===== src/design/ids_pkg.sv =====
// Package for the image difference statistics unit.
// Holds the shared widths, defaults, flag struct and back-end state type.
// No dependencies.
`default_nettype none

package ids_pkg;

  // Defaults for the top-level parameters
  localparam int unsigned PIXEL_WIDTH_DEF = 32;
  localparam int unsigned MAX_PIXELS_DEF  = 16777216;

  // Row length register
  localparam int unsigned ROW_LEN_W     = 13;
  localparam int unsigned COL_W         = 12;
  localparam int unsigned MAX_ROW_LEN   = 4096;
  localparam int unsigned ROW_LEN_RESET = 1;

  // Accumulators and ratio
  localparam int unsigned ACC_W         = 64;
  localparam int unsigned REL_FRAC_BITS = 17;
  localparam int unsigned REL_W         = REL_FRAC_BITS + 1;
  localparam int unsigned REL_ONE       = 1 << REL_FRAC_BITS;
  localparam int unsigned STEP_W        = $clog2(REL_FRAC_BITS);

  // Decoupling queue between front and back
  localparam int unsigned QUEUE_DEPTH = 2;

  typedef struct packed {
    logic nonzero;
    logic row_end;
    logic last;
  } item_flags_t;

  typedef enum logic [1:0] {
    ST_IDLE,
    ST_DIV,
    ST_WRITE
  } back_state_t;

endpackage

`default_nettype wire


===== src/design/image_difference_statistics_unit.sv =====
// Image difference statistics unit, top level. Pairs with both pixels nonzero
// go through a bit-per-cycle restoring divider for the relative difference in
// the back end, which takes no new pair until the last one has been written to
// its output register.
// Reset (rst_n, synchronous, active low) clears the sums, the count, the column
// counter and the queue, and sets the row length to one.
`default_nettype none

module image_difference_statistics_unit #(
  parameter int unsigned PIXEL_WIDTH = ids_pkg::PIXEL_WIDTH_DEF,
  parameter int unsigned MAX_PIXELS  = ids_pkg::MAX_PIXELS_DEF
) (
  input  wire                                   clk,
  input  wire                                   rst_n,
  // Configuration: row length, written whenever cfg_wr_en is high
  input  wire                                   cfg_wr_en,
  input  wire  [ids_pkg::ROW_LEN_W-1:0]         cfg_wr_data,
  // Input channel: one pixel pair per transaction
  input  wire                                   in_valid,
  output logic                                  in_ready,
  input  wire  signed [PIXEL_WIDTH-1:0]         in_pixel_a,
  input  wire  signed [PIXEL_WIDTH-1:0]         in_pixel_b,
  input  wire                                   in_last_pixel,
  // Result channel: one result per pixel pair
  output logic                                  out_valid,
  input  wire                                   out_ready,
  output logic signed [PIXEL_WIDTH:0]           out_difference,
  output logic [PIXEL_WIDTH-1:0]                out_abs_difference,
  output logic [ids_pkg::REL_W-1:0]             out_rel_difference,
  output logic                                  out_row_end,
  output logic                                  out_totals_valid,
  output logic [ids_pkg::ACC_W-1:0]             out_abs_difference_sum,
  output logic [ids_pkg::ACC_W-1:0]             out_rel_difference_sum,
  output logic [ids_pkg::ACC_W-1:0]             out_mean_abs_sum,
  output logic [$clog2(MAX_PIXELS+1)-1:0]       out_counted_pixels
);

  // Queue entry: signed difference, absolute difference, sum of magnitudes
  // and the classification flags.
  localparam int unsigned ITEM_W = 3 * PIXEL_WIDTH + 5;

  logic              push_valid;
  logic              push_ready;
  logic [ITEM_W-1:0] push_data;
  logic              pop_valid;
  logic              pop_ready;
  logic [ITEM_W-1:0] pop_data;

  // Front: take pairs at full rate while the queue has room; the column
  // counter and row-end flag live here so they follow input order.
  ids_front #(
    .PIXEL_WIDTH (PIXEL_WIDTH)
  ) u_front (
    .clk           (clk),
    .rst_n         (rst_n),
    .cfg_wr_en     (cfg_wr_en),
    .cfg_wr_data   (cfg_wr_data),
    .in_valid      (in_valid),
    .in_ready      (in_ready),
    .in_pixel_a    (in_pixel_a),
    .in_pixel_b    (in_pixel_b),
    .in_last_pixel (in_last_pixel),
    .push_valid    (push_valid),
    .push_ready    (push_ready),
    .push_data     (push_data)
  );

  // Queue: decouple the front from the divider and the output stall
  ids_queue #(
    .WIDTH (ITEM_W),
    .DEPTH (ids_pkg::QUEUE_DEPTH)
  ) u_queue (
    .clk        (clk),
    .rst_n      (rst_n),
    .push_valid (push_valid),
    .push_ready (push_ready),
    .push_data  (push_data),
    .pop_valid  (pop_valid),
    .pop_ready  (pop_ready),
    .pop_data   (pop_data)
  );

  // Back: divide, accumulate with saturation, hold the result register
  ids_back #(
    .PIXEL_WIDTH (PIXEL_WIDTH),
    .MAX_PIXELS  (MAX_PIXELS)
  ) u_back (
    .clk                    (clk),
    .rst_n                  (rst_n),
    .q_valid                (pop_valid),
    .q_ready                (pop_ready),
    .q_data                 (pop_data),
    .out_valid              (out_valid),
    .out_ready              (out_ready),
    .out_difference         (out_difference),
    .out_abs_difference     (out_abs_difference),
    .out_rel_difference     (out_rel_difference),
    .out_row_end            (out_row_end),
    .out_totals_valid       (out_totals_valid),
    .out_abs_difference_sum (out_abs_difference_sum),
    .out_rel_difference_sum (out_rel_difference_sum),
    .out_mean_abs_sum       (out_mean_abs_sum),
    .out_counted_pixels     (out_counted_pixels)
  );

endmodule

`default_nettype wire


===== src/design/ids_front.sv =====
// Front end: accepts pixel pairs, holds the row length register and the
// column counter, and classifies each pair for the back end. Uses ids_pkg.
`default_nettype none

module ids_front #(
  parameter int unsigned PIXEL_WIDTH = ids_pkg::PIXEL_WIDTH_DEF
) (
  input  wire                               clk,
  input  wire                               rst_n,
  input  wire                               cfg_wr_en,
  input  wire  [ids_pkg::ROW_LEN_W-1:0]     cfg_wr_data,
  input  wire                               in_valid,
  output logic                              in_ready,
  input  wire  signed [PIXEL_WIDTH-1:0]     in_pixel_a,
  input  wire  signed [PIXEL_WIDTH-1:0]     in_pixel_b,
  input  wire                               in_last_pixel,
  output logic                              push_valid,
  input  wire                               push_ready,
  output logic [3*PIXEL_WIDTH+4:0]          push_data
);

  localparam int unsigned P = PIXEL_WIDTH;

  logic [ids_pkg::ROW_LEN_W-1:0] row_len_r, row_len_nxt;
  logic [ids_pkg::COL_W-1:0]     col_r, col_nxt;
  logic [ids_pkg::ROW_LEN_W-1:0] len_eff;
  logic [ids_pkg::ROW_LEN_W-1:0] col_inc;
  logic                          accept;
  logic signed [P:0]             diff;
  logic [P-1:0]                  absd;
  logic [P-1:0]                  mag_a;
  logic [P-1:0]                  mag_b;
  logic [P:0]                    mag_sum;
  ids_pkg::item_flags_t          flags;

  always_comb begin
    accept     = in_valid && push_ready;
    in_ready   = push_ready;
    push_valid = in_valid;

    // Clamp the row length to 1..MAX_ROW_LEN
    if (row_len_r == '0) begin
      len_eff = ids_pkg::ROW_LEN_W'(1);
    end else if (row_len_r > ids_pkg::ROW_LEN_W'(ids_pkg::MAX_ROW_LEN)) begin
      len_eff = ids_pkg::ROW_LEN_W'(ids_pkg::MAX_ROW_LEN);
    end else begin
      len_eff = row_len_r;
    end
    col_inc = {1'b0, col_r} + ids_pkg::ROW_LEN_W'(1);

    diff    = $signed({in_pixel_a[P-1], in_pixel_a}) - $signed({in_pixel_b[P-1], in_pixel_b});
    absd    = diff[P] ? P'(-diff) : P'(diff);
    mag_a   = in_pixel_a[P-1] ? P'(-in_pixel_a) : P'(in_pixel_a);
    mag_b   = in_pixel_b[P-1] ? P'(-in_pixel_b) : P'(in_pixel_b);
    mag_sum = {1'b0, mag_a} + {1'b0, mag_b};

    flags.nonzero = (in_pixel_a != '0) && (in_pixel_b != '0);
    flags.row_end = (col_inc >= len_eff) || in_last_pixel;
    flags.last    = in_last_pixel;

    push_data = {diff, absd, mag_sum, flags};

    row_len_nxt = cfg_wr_en ? cfg_wr_data : row_len_r;
    col_nxt     = col_r;
    if (accept) begin
      col_nxt = flags.row_end ? '0 : col_inc[ids_pkg::COL_W-1:0];
    end
  end

  always_ff @(posedge clk) begin
    if (!rst_n) begin
      row_len_r <= ids_pkg::ROW_LEN_W'(ids_pkg::ROW_LEN_RESET);
      col_r     <= '0;
    end else begin
      row_len_r <= row_len_nxt;
      col_r     <= col_nxt;
    end
  end

  a_last_clears_col: assert property (@(posedge clk) disable iff (!rst_n)
    accept && in_last_pixel |=> col_r == '0)
    else $error("column counter not cleared after last pixel");

endmodule

`default_nettype wire


===== src/design/ids_queue.sv =====
// Short queue between front and back end, register based.
// Generic width and depth (depth a power of two). Uses no package items.
`default_nettype none

module ids_queue #(
  parameter int unsigned WIDTH = 8,
  parameter int unsigned DEPTH = 2
) (
  input  wire              clk,
  input  wire              rst_n,
  input  wire              push_valid,
  output logic             push_ready,
  input  wire  [WIDTH-1:0] push_data,
  output logic             pop_valid,
  input  wire              pop_ready,
  output logic [WIDTH-1:0] pop_data
);

  localparam int unsigned PTR_W = $clog2(DEPTH);
  localparam int unsigned CNT_W = $clog2(DEPTH + 1);

  logic [WIDTH-1:0] mem_r [DEPTH];
  logic [PTR_W-1:0] wr_ptr_r, wr_ptr_nxt;
  logic [PTR_W-1:0] rd_ptr_r, rd_ptr_nxt;
  logic [CNT_W-1:0] cnt_r, cnt_nxt;
  logic             do_push;
  logic             do_pop;

  always_comb begin
    push_ready = cnt_r != CNT_W'(DEPTH);
    pop_valid  = cnt_r != '0;
    pop_data   = mem_r[rd_ptr_r];
    do_push    = push_valid && push_ready;
    do_pop     = pop_valid && pop_ready;
    wr_ptr_nxt = do_push ? wr_ptr_r + PTR_W'(1) : wr_ptr_r;
    rd_ptr_nxt = do_pop ? rd_ptr_r + PTR_W'(1) : rd_ptr_r;
    cnt_nxt    = cnt_r;
    if (do_push && !do_pop) begin
      cnt_nxt = cnt_r + CNT_W'(1);
    end else if (do_pop && !do_push) begin
      cnt_nxt = cnt_r - CNT_W'(1);
    end
  end

  always_ff @(posedge clk) begin
    if (!rst_n) begin
      wr_ptr_r <= '0;
      rd_ptr_r <= '0;
      cnt_r    <= '0;
    end else begin
      wr_ptr_r <= wr_ptr_nxt;
      rd_ptr_r <= rd_ptr_nxt;
      cnt_r    <= cnt_nxt;
    end
  end

  always_ff @(posedge clk) begin
    if (do_push) begin
      mem_r[wr_ptr_r] <= push_data;
    end
  end

  a_fill_bounded: assert property (@(posedge clk) disable iff (!rst_n)
    cnt_r <= CNT_W'(DEPTH) && (cnt_r == '0 || pop_valid))
    else $error("queue fill level out of range");

endmodule

`default_nettype wire


===== src/design/ids_back.sv =====
// Back end: relative difference divider, saturating accumulators and the
// output register. Uses ids_pkg for widths and the state type.
`default_nettype none

module ids_back #(
  parameter int unsigned PIXEL_WIDTH = ids_pkg::PIXEL_WIDTH_DEF,
  parameter int unsigned MAX_PIXELS  = ids_pkg::MAX_PIXELS_DEF
) (
  input  wire                                   clk,
  input  wire                                   rst_n,
  input  wire                                   q_valid,
  output logic                                  q_ready,
  input  wire  [3*PIXEL_WIDTH+4:0]              q_data,
  output logic                                  out_valid,
  input  wire                                   out_ready,
  output logic signed [PIXEL_WIDTH:0]           out_difference,
  output logic [PIXEL_WIDTH-1:0]                out_abs_difference,
  output logic [ids_pkg::REL_W-1:0]             out_rel_difference,
  output logic                                  out_row_end,
  output logic                                  out_totals_valid,
  output logic [ids_pkg::ACC_W-1:0]             out_abs_difference_sum,
  output logic [ids_pkg::ACC_W-1:0]             out_rel_difference_sum,
  output logic [ids_pkg::ACC_W-1:0]             out_mean_abs_sum,
  output logic [$clog2(MAX_PIXELS+1)-1:0]       out_counted_pixels
);

  localparam int unsigned P      = PIXEL_WIDTH;
  localparam int unsigned CNT_W  = $clog2(MAX_PIXELS + 1);
  localparam int unsigned ACC_W  = ids_pkg::ACC_W;
  localparam int unsigned REL_W  = ids_pkg::REL_W;
  localparam int unsigned STEP_W = ids_pkg::STEP_W;

  ids_pkg::back_state_t state_r, state_nxt;

  // Item under work
  logic signed [P:0]     diff_r, diff_nxt;
  logic [P-1:0]          absd_r, absd_nxt;
  logic [P:0]            den_r, den_nxt;
  ids_pkg::item_flags_t  flags_r, flags_nxt;

  // Divider
  logic [P:0]            rem_r, rem_nxt;
  logic [REL_W-1:0]      quo_r, quo_nxt;
  logic [STEP_W-1:0]     step_r, step_nxt;
  logic [P+1:0]          rem_sh;
  logic [P+1:0]          rem_sub;
  logic [P:0]            rem_init_sub;

  // Accumulators
  logic [ACC_W-1:0]      abs_acc_r, abs_acc_nxt;
  logic [ACC_W-1:0]      rel_acc_r, rel_acc_nxt;
  logic [ACC_W-1:0]      mean_acc_r, mean_acc_nxt;
  logic [CNT_W-1:0]      cnt_r, cnt_nxt;
  logic [ACC_W:0]        abs_add, rel_add, mean_add;
  logic [ACC_W-1:0]      abs_new, rel_new, mean_new;
  logic [CNT_W-1:0]      cnt_new;

  // Unpacked queue entry
  logic signed [P:0]     q_diff;
  logic [P-1:0]          q_absd;
  logic [P:0]            q_sum;
  ids_pkg::item_flags_t  q_flags;

  // Output register
  logic                  out_valid_r, out_valid_nxt;
  logic signed [P:0]     o_diff_r, o_diff_nxt;
  logic [P-1:0]          o_absd_r, o_absd_nxt;
  logic [REL_W-1:0]      o_rel_r, o_rel_nxt;
  logic                  o_row_end_r, o_row_end_nxt;
  logic                  o_tot_r, o_tot_nxt;
  logic [ACC_W-1:0]      o_abs_sum_r, o_abs_sum_nxt;
  logic [ACC_W-1:0]      o_rel_sum_r, o_rel_sum_nxt;
  logic [ACC_W-1:0]      o_mean_sum_r, o_mean_sum_nxt;
  logic [CNT_W-1:0]      o_cnt_r, o_cnt_nxt;
  logic                  slot_free;

  always_comb begin
    {q_diff, q_absd, q_sum, q_flags} = q_data;
    slot_free = !out_valid_r || out_ready;

    rem_sh       = {rem_r, 1'b0};
    rem_sub      = rem_sh - {1'b0, den_r};
    rem_init_sub = {1'b0, q_absd} - q_sum;

    abs_add  = {1'b0, abs_acc_r} + (ACC_W + 1)'(absd_r);
    rel_add  = {1'b0, rel_acc_r} + (ACC_W + 1)'(quo_r);
    mean_add = {1'b0, mean_acc_r} + (ACC_W + 1)'(den_r[P:1]);
    abs_new  = abs_add[ACC_W] ? '1 : abs_add[ACC_W-1:0];
    rel_new  = rel_add[ACC_W] ? '1 : rel_add[ACC_W-1:0];
    mean_new = mean_add[ACC_W] ? '1 : mean_add[ACC_W-1:0];
    cnt_new  = (flags_r.nonzero && cnt_r != CNT_W'(MAX_PIXELS)) ? cnt_r + CNT_W'(1) : cnt_r;

    state_nxt      = state_r;
    diff_nxt       = diff_r;
    absd_nxt       = absd_r;
    den_nxt        = den_r;
    flags_nxt      = flags_r;
    rem_nxt        = rem_r;
    quo_nxt        = quo_r;
    step_nxt       = step_r;
    abs_acc_nxt    = abs_acc_r;
    rel_acc_nxt    = rel_acc_r;
    mean_acc_nxt   = mean_acc_r;
    cnt_nxt        = cnt_r;
    out_valid_nxt  = out_valid_r && !out_ready;
    o_diff_nxt     = o_diff_r;
    o_absd_nxt     = o_absd_r;
    o_rel_nxt      = o_rel_r;
    o_row_end_nxt  = o_row_end_r;
    o_tot_nxt      = o_tot_r;
    o_abs_sum_nxt  = o_abs_sum_r;
    o_rel_sum_nxt  = o_rel_sum_r;
    o_mean_sum_nxt = o_mean_sum_r;
    o_cnt_nxt      = o_cnt_r;
    q_ready        = 1'b0;

    case (state_r)
      ids_pkg::ST_IDLE: begin
        q_ready = 1'b1;
        if (q_valid) begin
          diff_nxt  = q_diff;
          absd_nxt  = q_absd;
          den_nxt   = q_sum;
          flags_nxt = q_flags;
          step_nxt  = '0;
          if (q_flags.nonzero) begin
            // Integer bit of the quotient first, then the fraction bits
            if ({1'b0, q_absd} >= q_sum) begin
              quo_nxt = REL_W'(1);
              rem_nxt = rem_init_sub;
            end else begin
              quo_nxt = '0;
              rem_nxt = {1'b0, q_absd};
            end
            state_nxt = ids_pkg::ST_DIV;
          end else begin
            quo_nxt   = '0;
            state_nxt = ids_pkg::ST_WRITE;
          end
        end
      end
      ids_pkg::ST_DIV: begin
        if (rem_sh >= {1'b0, den_r}) begin
          rem_nxt = rem_sub[P:0];
          quo_nxt = {quo_r[REL_W-2:0], 1'b1};
        end else begin
          rem_nxt = rem_sh[P:0];
          quo_nxt = {quo_r[REL_W-2:0], 1'b0};
        end
        step_nxt = step_r + STEP_W'(1);
        if (step_r == STEP_W'(ids_pkg::REL_FRAC_BITS - 1)) begin
          state_nxt = ids_pkg::ST_WRITE;
        end
      end
      ids_pkg::ST_WRITE: begin
        if (slot_free) begin
          out_valid_nxt = 1'b1;
          o_diff_nxt    = diff_r;
          o_absd_nxt    = absd_r;
          o_rel_nxt     = quo_r;
          o_row_end_nxt = flags_r.row_end;
          o_tot_nxt     = flags_r.last;
          if (flags_r.last) begin
            // Report the totals including this pixel, then clear
            o_abs_sum_nxt  = abs_new;
            o_rel_sum_nxt  = rel_new;
            o_mean_sum_nxt = mean_new;
            o_cnt_nxt      = cnt_new;
            abs_acc_nxt    = '0;
            rel_acc_nxt    = '0;
            mean_acc_nxt   = '0;
            cnt_nxt        = '0;
          end else begin
            o_abs_sum_nxt  = '0;
            o_rel_sum_nxt  = '0;
            o_mean_sum_nxt = '0;
            o_cnt_nxt      = '0;
            abs_acc_nxt    = abs_new;
            rel_acc_nxt    = rel_new;
            mean_acc_nxt   = mean_new;
            cnt_nxt        = cnt_new;
          end
          state_nxt = ids_pkg::ST_IDLE;
        end
      end
      default: begin
        state_nxt = ids_pkg::ST_IDLE;
      end
    endcase

    out_valid              = out_valid_r;
    out_difference         = o_diff_r;
    out_abs_difference     = o_absd_r;
    out_rel_difference     = o_rel_r;
    out_row_end            = o_row_end_r;
    out_totals_valid       = o_tot_r;
    out_abs_difference_sum = o_abs_sum_r;
    out_rel_difference_sum = o_rel_sum_r;
    out_mean_abs_sum       = o_mean_sum_r;
    out_counted_pixels     = o_cnt_r;
  end

  always_ff @(posedge clk) begin
    if (!rst_n) begin
      state_r     <= ids_pkg::ST_IDLE;
      out_valid_r <= 1'b0;
      abs_acc_r   <= '0;
      rel_acc_r   <= '0;
      mean_acc_r  <= '0;
      cnt_r       <= '0;
    end else begin
      state_r     <= state_nxt;
      out_valid_r <= out_valid_nxt;
      abs_acc_r   <= abs_acc_nxt;
      rel_acc_r   <= rel_acc_nxt;
      mean_acc_r  <= mean_acc_nxt;
      cnt_r       <= cnt_nxt;
    end
  end

  always_ff @(posedge clk) begin
    diff_r       <= diff_nxt;
    absd_r       <= absd_nxt;
    den_r        <= den_nxt;
    flags_r      <= flags_nxt;
    rem_r        <= rem_nxt;
    quo_r        <= quo_nxt;
    step_r       <= step_nxt;
    o_diff_r     <= o_diff_nxt;
    o_absd_r     <= o_absd_nxt;
    o_rel_r      <= o_rel_nxt;
    o_row_end_r  <= o_row_end_nxt;
    o_tot_r      <= o_tot_nxt;
    o_abs_sum_r  <= o_abs_sum_nxt;
    o_rel_sum_r  <= o_rel_sum_nxt;
    o_mean_sum_r <= o_mean_sum_nxt;
    o_cnt_r      <= o_cnt_nxt;
  end

  a_div_ends: assert property (@(posedge clk) disable iff (!rst_n)
    state_r == ids_pkg::ST_DIV && step_r == STEP_W'(ids_pkg::REL_FRAC_BITS - 1)
    |=> state_r == ids_pkg::ST_WRITE)
    else $error("divider did not finish after the last fraction bit");

  a_ratio_range: assert property (@(posedge clk) disable iff (!rst_n)
    state_r == ids_pkg::ST_WRITE |-> quo_r <= REL_W'(ids_pkg::REL_ONE))
    else $error("relative difference above one");

  a_totals_zero: assert property (@(posedge clk) disable iff (!rst_n)
    out_valid_r && !o_tot_r |-> o_abs_sum_r == '0 && o_rel_sum_r == '0 &&
                                o_mean_sum_r == '0 && o_cnt_r == '0)
    else $error("totals shown on a pixel that is not last");

endmodule

`default_nettype wire


===== config.mk =====
export PLATFORM = sky130hd
export DESIGN_NAME = image_difference_statistics_unit
export DESIGN_NICKNAME = d
export VERILOG_FILES = /design/src/design/ids_pkg.sv /design/src/design/image_difference_statistics_unit.sv /design/src/design/ids_front.sv /design/src/design/ids_queue.sv /design/src/design/ids_back.sv
export SDC_FILE = /design/constraint.sdc
export NUM_CORES = 2
export LEC_CHECK = 0
export BUFFER_PORTS_ARGS = -buffer_cell sky130_fd_sc_hd__buf_2
export CORE_UTILIZATION = 30
export CTS_CLUSTER_SIZE = 16
export DETAILED_ROUTE_END_ITERATION = 8
export GPL_ROUTABILITY_DRIVEN = 0
export PLACE_DENSITY = 0.52
export SLEW_MARGIN = 20
export SYNTH_ARGS = -nofsm -noshare
export SYNTH_HDL_FRONTEND = slang
export SYNTH_HIERARCHICAL = 1
export SYNTH_SLANG_ARGS = --single-unit

===== constraint.sdc =====
create_clock -name clk -period 17.3 [get_ports clk]
set_clock_uncertainty 0.1 [all_clocks]
set_input_delay 0.865 -clock clk [delete_from_list [all_inputs] [get_ports clk]]
set_output_delay 0.865 -clock clk [all_outputs]
set_load 0.01 [all_outputs]

==> impl_metrics.csv <==
group,metric,value,unit
status,status,"complete, no violations",
layout,final_util,34.89,%
placed_design,dp.final_hpwl,111200,um
clocking,cts_resized,0,
sta,tightest_slew,1145,ps
logic_synthesis,syn_avg_cell_area,10.23,sq um
routing,avgRoutedWirePerCell,20.25,um
logic_synthesis,synthFlopType,"edfxtp_1",
global_routing,grt_pass1_vias,36713,
critical_path,critical_path_arrival,6270,ps
sta,hold_viol,0,
sta,maxSlewHeadroom,23.39,%
logic_synthesis,yosysMostFrequentCell,"edfxtp_1",
clocking,root_buffer,"clkbuf_16",
clocking,post_cts_buffers,0,
routing,drt-vias-per-instance,5.150,
critical_path,cp.depth,13,
logic_synthesis,synth_common_cells,"edfxtp_1, nor2_1, a21oi_1",
logic_synthesis,synth_area,50680,sq um
clocking,cts_max_level,3,
critical_path,cp_slowest_cell,"dfxtp_4",
logic_synthesis,synth-seq-area-share,49.04,%
routing,ant_nets,0,
logic_synthesis,synthTopCellsByArea,"edfxtp_1, dfxtp_1, ha_1",
routing,wl,152900,um
sta,post-route-min-period,5919,ps
sta,fin_crit_sh,34.21,%
critical_path,crit_end,"u_back/rem_r[25]$_DFFE_PP_",
critical_path,crit_chain,"buf_4 -> mux2_2 -> ha_1 -> nand4_1 -> a211oi_1 -> o311ai_1 -> a21oi_1 -> a2111oi_0 -> nor2_1 -> a211o_2 -> mux2_2 -> o21ai_0 -> a21oi_1",
logic_synthesis,synth_warnings,6,
critical_path,timing.rr.end,"u_back/rem_r[25]$_DFFE_PP_",
logic_synthesis,synth_edf_count,661,
floorplanning,ios,387,
logic_synthesis,async_reset_ff_share,0,%
routing,drc,0,
clocking,clkLatencyLatePin,750,ps
clocking,cts_buffers,104,
global_routing,grt_first_pass_wirelength,226900,um
sta,drv_slew,0,
critical_path,worst-path-buf-inv,1,
logic_synthesis,syn_inst,4954,
sta,fin_tns_setup,0,ps
layout,final_nets,5574,
clocking,cts_tree,"done",
logic_synthesis,synth-seq-cells,911,
sta,max_freq,169.0,MHz
power,peakVddDrop,96.15,uV
floorplanning,die_w,413.0,um
floorplanning,fp-row-count,150,
power,power_density,147.2,nW/um^2
placed_design,port_buffers,386,
layout,fin_cells,7548,
clocking,hold_buffers,0,
clocking,clkSlewWorstSetupHoldPaths,70,ps
logic_synthesis,synth_largest_area_cell,"edfxtp_1",
critical_path,reg2regPathDepth,13,
global_routing,antenna_found_initial,9,
sta,finalSetupViolCount,0,
power,power.leakage,0.02172,uW
critical_path,critical_path_required,17650,ps
critical_path,max_stage_delay,880,ps
worst_hold_path,min_path_type,"primary input to flip-flop",
logic_synthesis,synth_top_area_share,39.17,%
clocking,cts.sinks,911,
layout,area_delta_synth_final,15.27,%
logic_synthesis,synth_cell_types,113,
floorplanning,core_area,167400,sq um
run,drv_cap,0,
layout,drive_gt1_share,14.73,%
global_routing,grt_max_degree,123,
floorplanning,die_h,413.0,um
global_routing,grt_overflow_total,0,
global_routing,track_usage,17.31,%
floorplanning,die_area,170600,sq um
critical_path,cp_top_family,"compound AO/OA/AOI/OAI gates",
critical_path,cp_max_fo,55,
routing,drtIter0Drc,3125,
critical_path,r2r_slack,11380,ps
floorplanning,start_util,30.27,%
placed_design,dp.cells,7349,
routing,via_count,38875,
sta,rsz0062_at_grt,"no",
routing,drt_first_pass_iters,6,
critical_path,worst_setup_path_start_kind,"flip-flop",
critical_path,crit_type,"flip-flop to flip-flop",
critical_path,end_kind,"flip-flop",
clocking,clk_path_buf_depth,3,
logic_synthesis,syn-num-nets,5277,
==> layout make-up <==
type	instances	area [sq um]
fillers	16876	109000
flip-flops and latches	911	24860
multi-input cells	3617	24160
clock buffers	132	2790
well taps	2204	2758
repair buffers	421	2197
clock inverters	66	898.4
inverters	196	750.7
diodes	1	2.502
==> logic make-up after synthesis <==
kind of cell | share of synthesized area [%]
adder cells (fa/ha/maj) | 6.029
AO/OA/AOI/OAI | 16.81
AND/OR/NAND/NOR | 15.05
XOR/XNOR | 6.407
flip-flops | 49.04
buffers and inverters | 3.451
multiplexers | 3.214
==> per-stage QoR <==
| stage | area, sq um | power [uW] | hold slack [ps] | setup slack, ps |
|---|---|---|---|---|
| floorplan | 50680 | 5323 | 300.3 | 5984 |
| global placement | 54720 | 6213 | 303.9 | 11430 |
| detailed placement | 54720 | 6229 | 304.5 | 11400 |
| CTS | 58410 | 8650 | 177.0 | 11340 |
| global route | 58410 | 9079 | 237.7 | 11120 |
| finish | 58420 | 8597 | 235.5 | 11380 |
==> placed cells by master, fill, tap and decap left out, types with 120 or more instances in the layout <==
cell | Yosys | layout
o21ai_0 | 273 | 273
nand2_1 | 398 | 397
a21o_1 | 124 | 124
inv_1 | 193 | 192
edfxtp_1 | 661 | 661
ha_1 | 233 | 233
dfxtp_1 | 250 | 249
xnor2_1 | 247 | 247
nor2_1 | 407 | 401
a21oi_1 | 404 | 404
nand3_1 | 132 | 131
buf_2 | 31 | 385
xor2_1 | 120 | 120
==> sequential cells by signal, indices dropped and copies added, names as in the netlist, 13 cells and up, named ones only <==
register,flops
u_back/mean_acc_r,64
u_back/out_rel_difference,18
u_back/out_abs_difference_sum,64
u_front/row_len_r,13
u_back/abs_acc_r,64
u_back/out_counted_pixels,25
u_back/diff_r,33
u_back/rem_r,33
u_back/out_abs_difference,32
u_back/out_mean_abs_sum,64
u_back/out_difference,33
u_back/rel_acc_r,64
u_back/den_r,33
u_back/quo_r,18
u_queue/mem_r,202
u_back/cnt_r,25
u_back/absd_r,32
u_back/out_rel_difference_sum,64
==> where the power goes <==
part	internal [uW]	switching [uW]
logic	1120	1960
registers	2890	259
clock network	1420	957
total	5420	3170
==> tightest hold or removal path, cell delays in order <==
cell,delay [ps]
buf_2,70
mux2i_1,50
nand2_1,60
==> per-layer routing <==
| metal | up-vias | routed length, um | global-route usage, % |
|---|---|---|---|
| met5 | - | 0 | 0 |
| met4 | 0 | 4362 | 5.376 |
| li1 | 18898 | - | - |
| met2 | 1126 | 66790 | 26.61 |
| met1 | 18666 | 73870 | 25.10 |
| met3 | 185 | 7856 | 2.139 |
==> worst min path at each step <==
stage	start	to	slack [ps]	depth (start not counted)
after CTS	cfg_wr_data[0]	u_front/row_len_r[0]$_SDFFE_PN1P_	180	3
after detailed placement	u_back/diff_r[21]$_DFFE_PP_	u_back/out_difference[21]$_DFFE_PP_	300	0
final	cfg_wr_data[0]	u_front/row_len_r[0]$_SDFFE_PN1P_	240	3
after global routing	cfg_wr_data[11]	u_front/row_len_r[11]$_SDFFE_PN0P_	240	3
after floorplan	u_back/diff_r[0]$_DFFE_PP_	u_back/out_difference[0]$_DFFE_PP_	300	0
after global placement	u_back/diff_r[26]$_DFFE_PP_	u_back/out_difference[26]$_DFFE_PP_	300	0
Power figures use the tool's default switching activity.
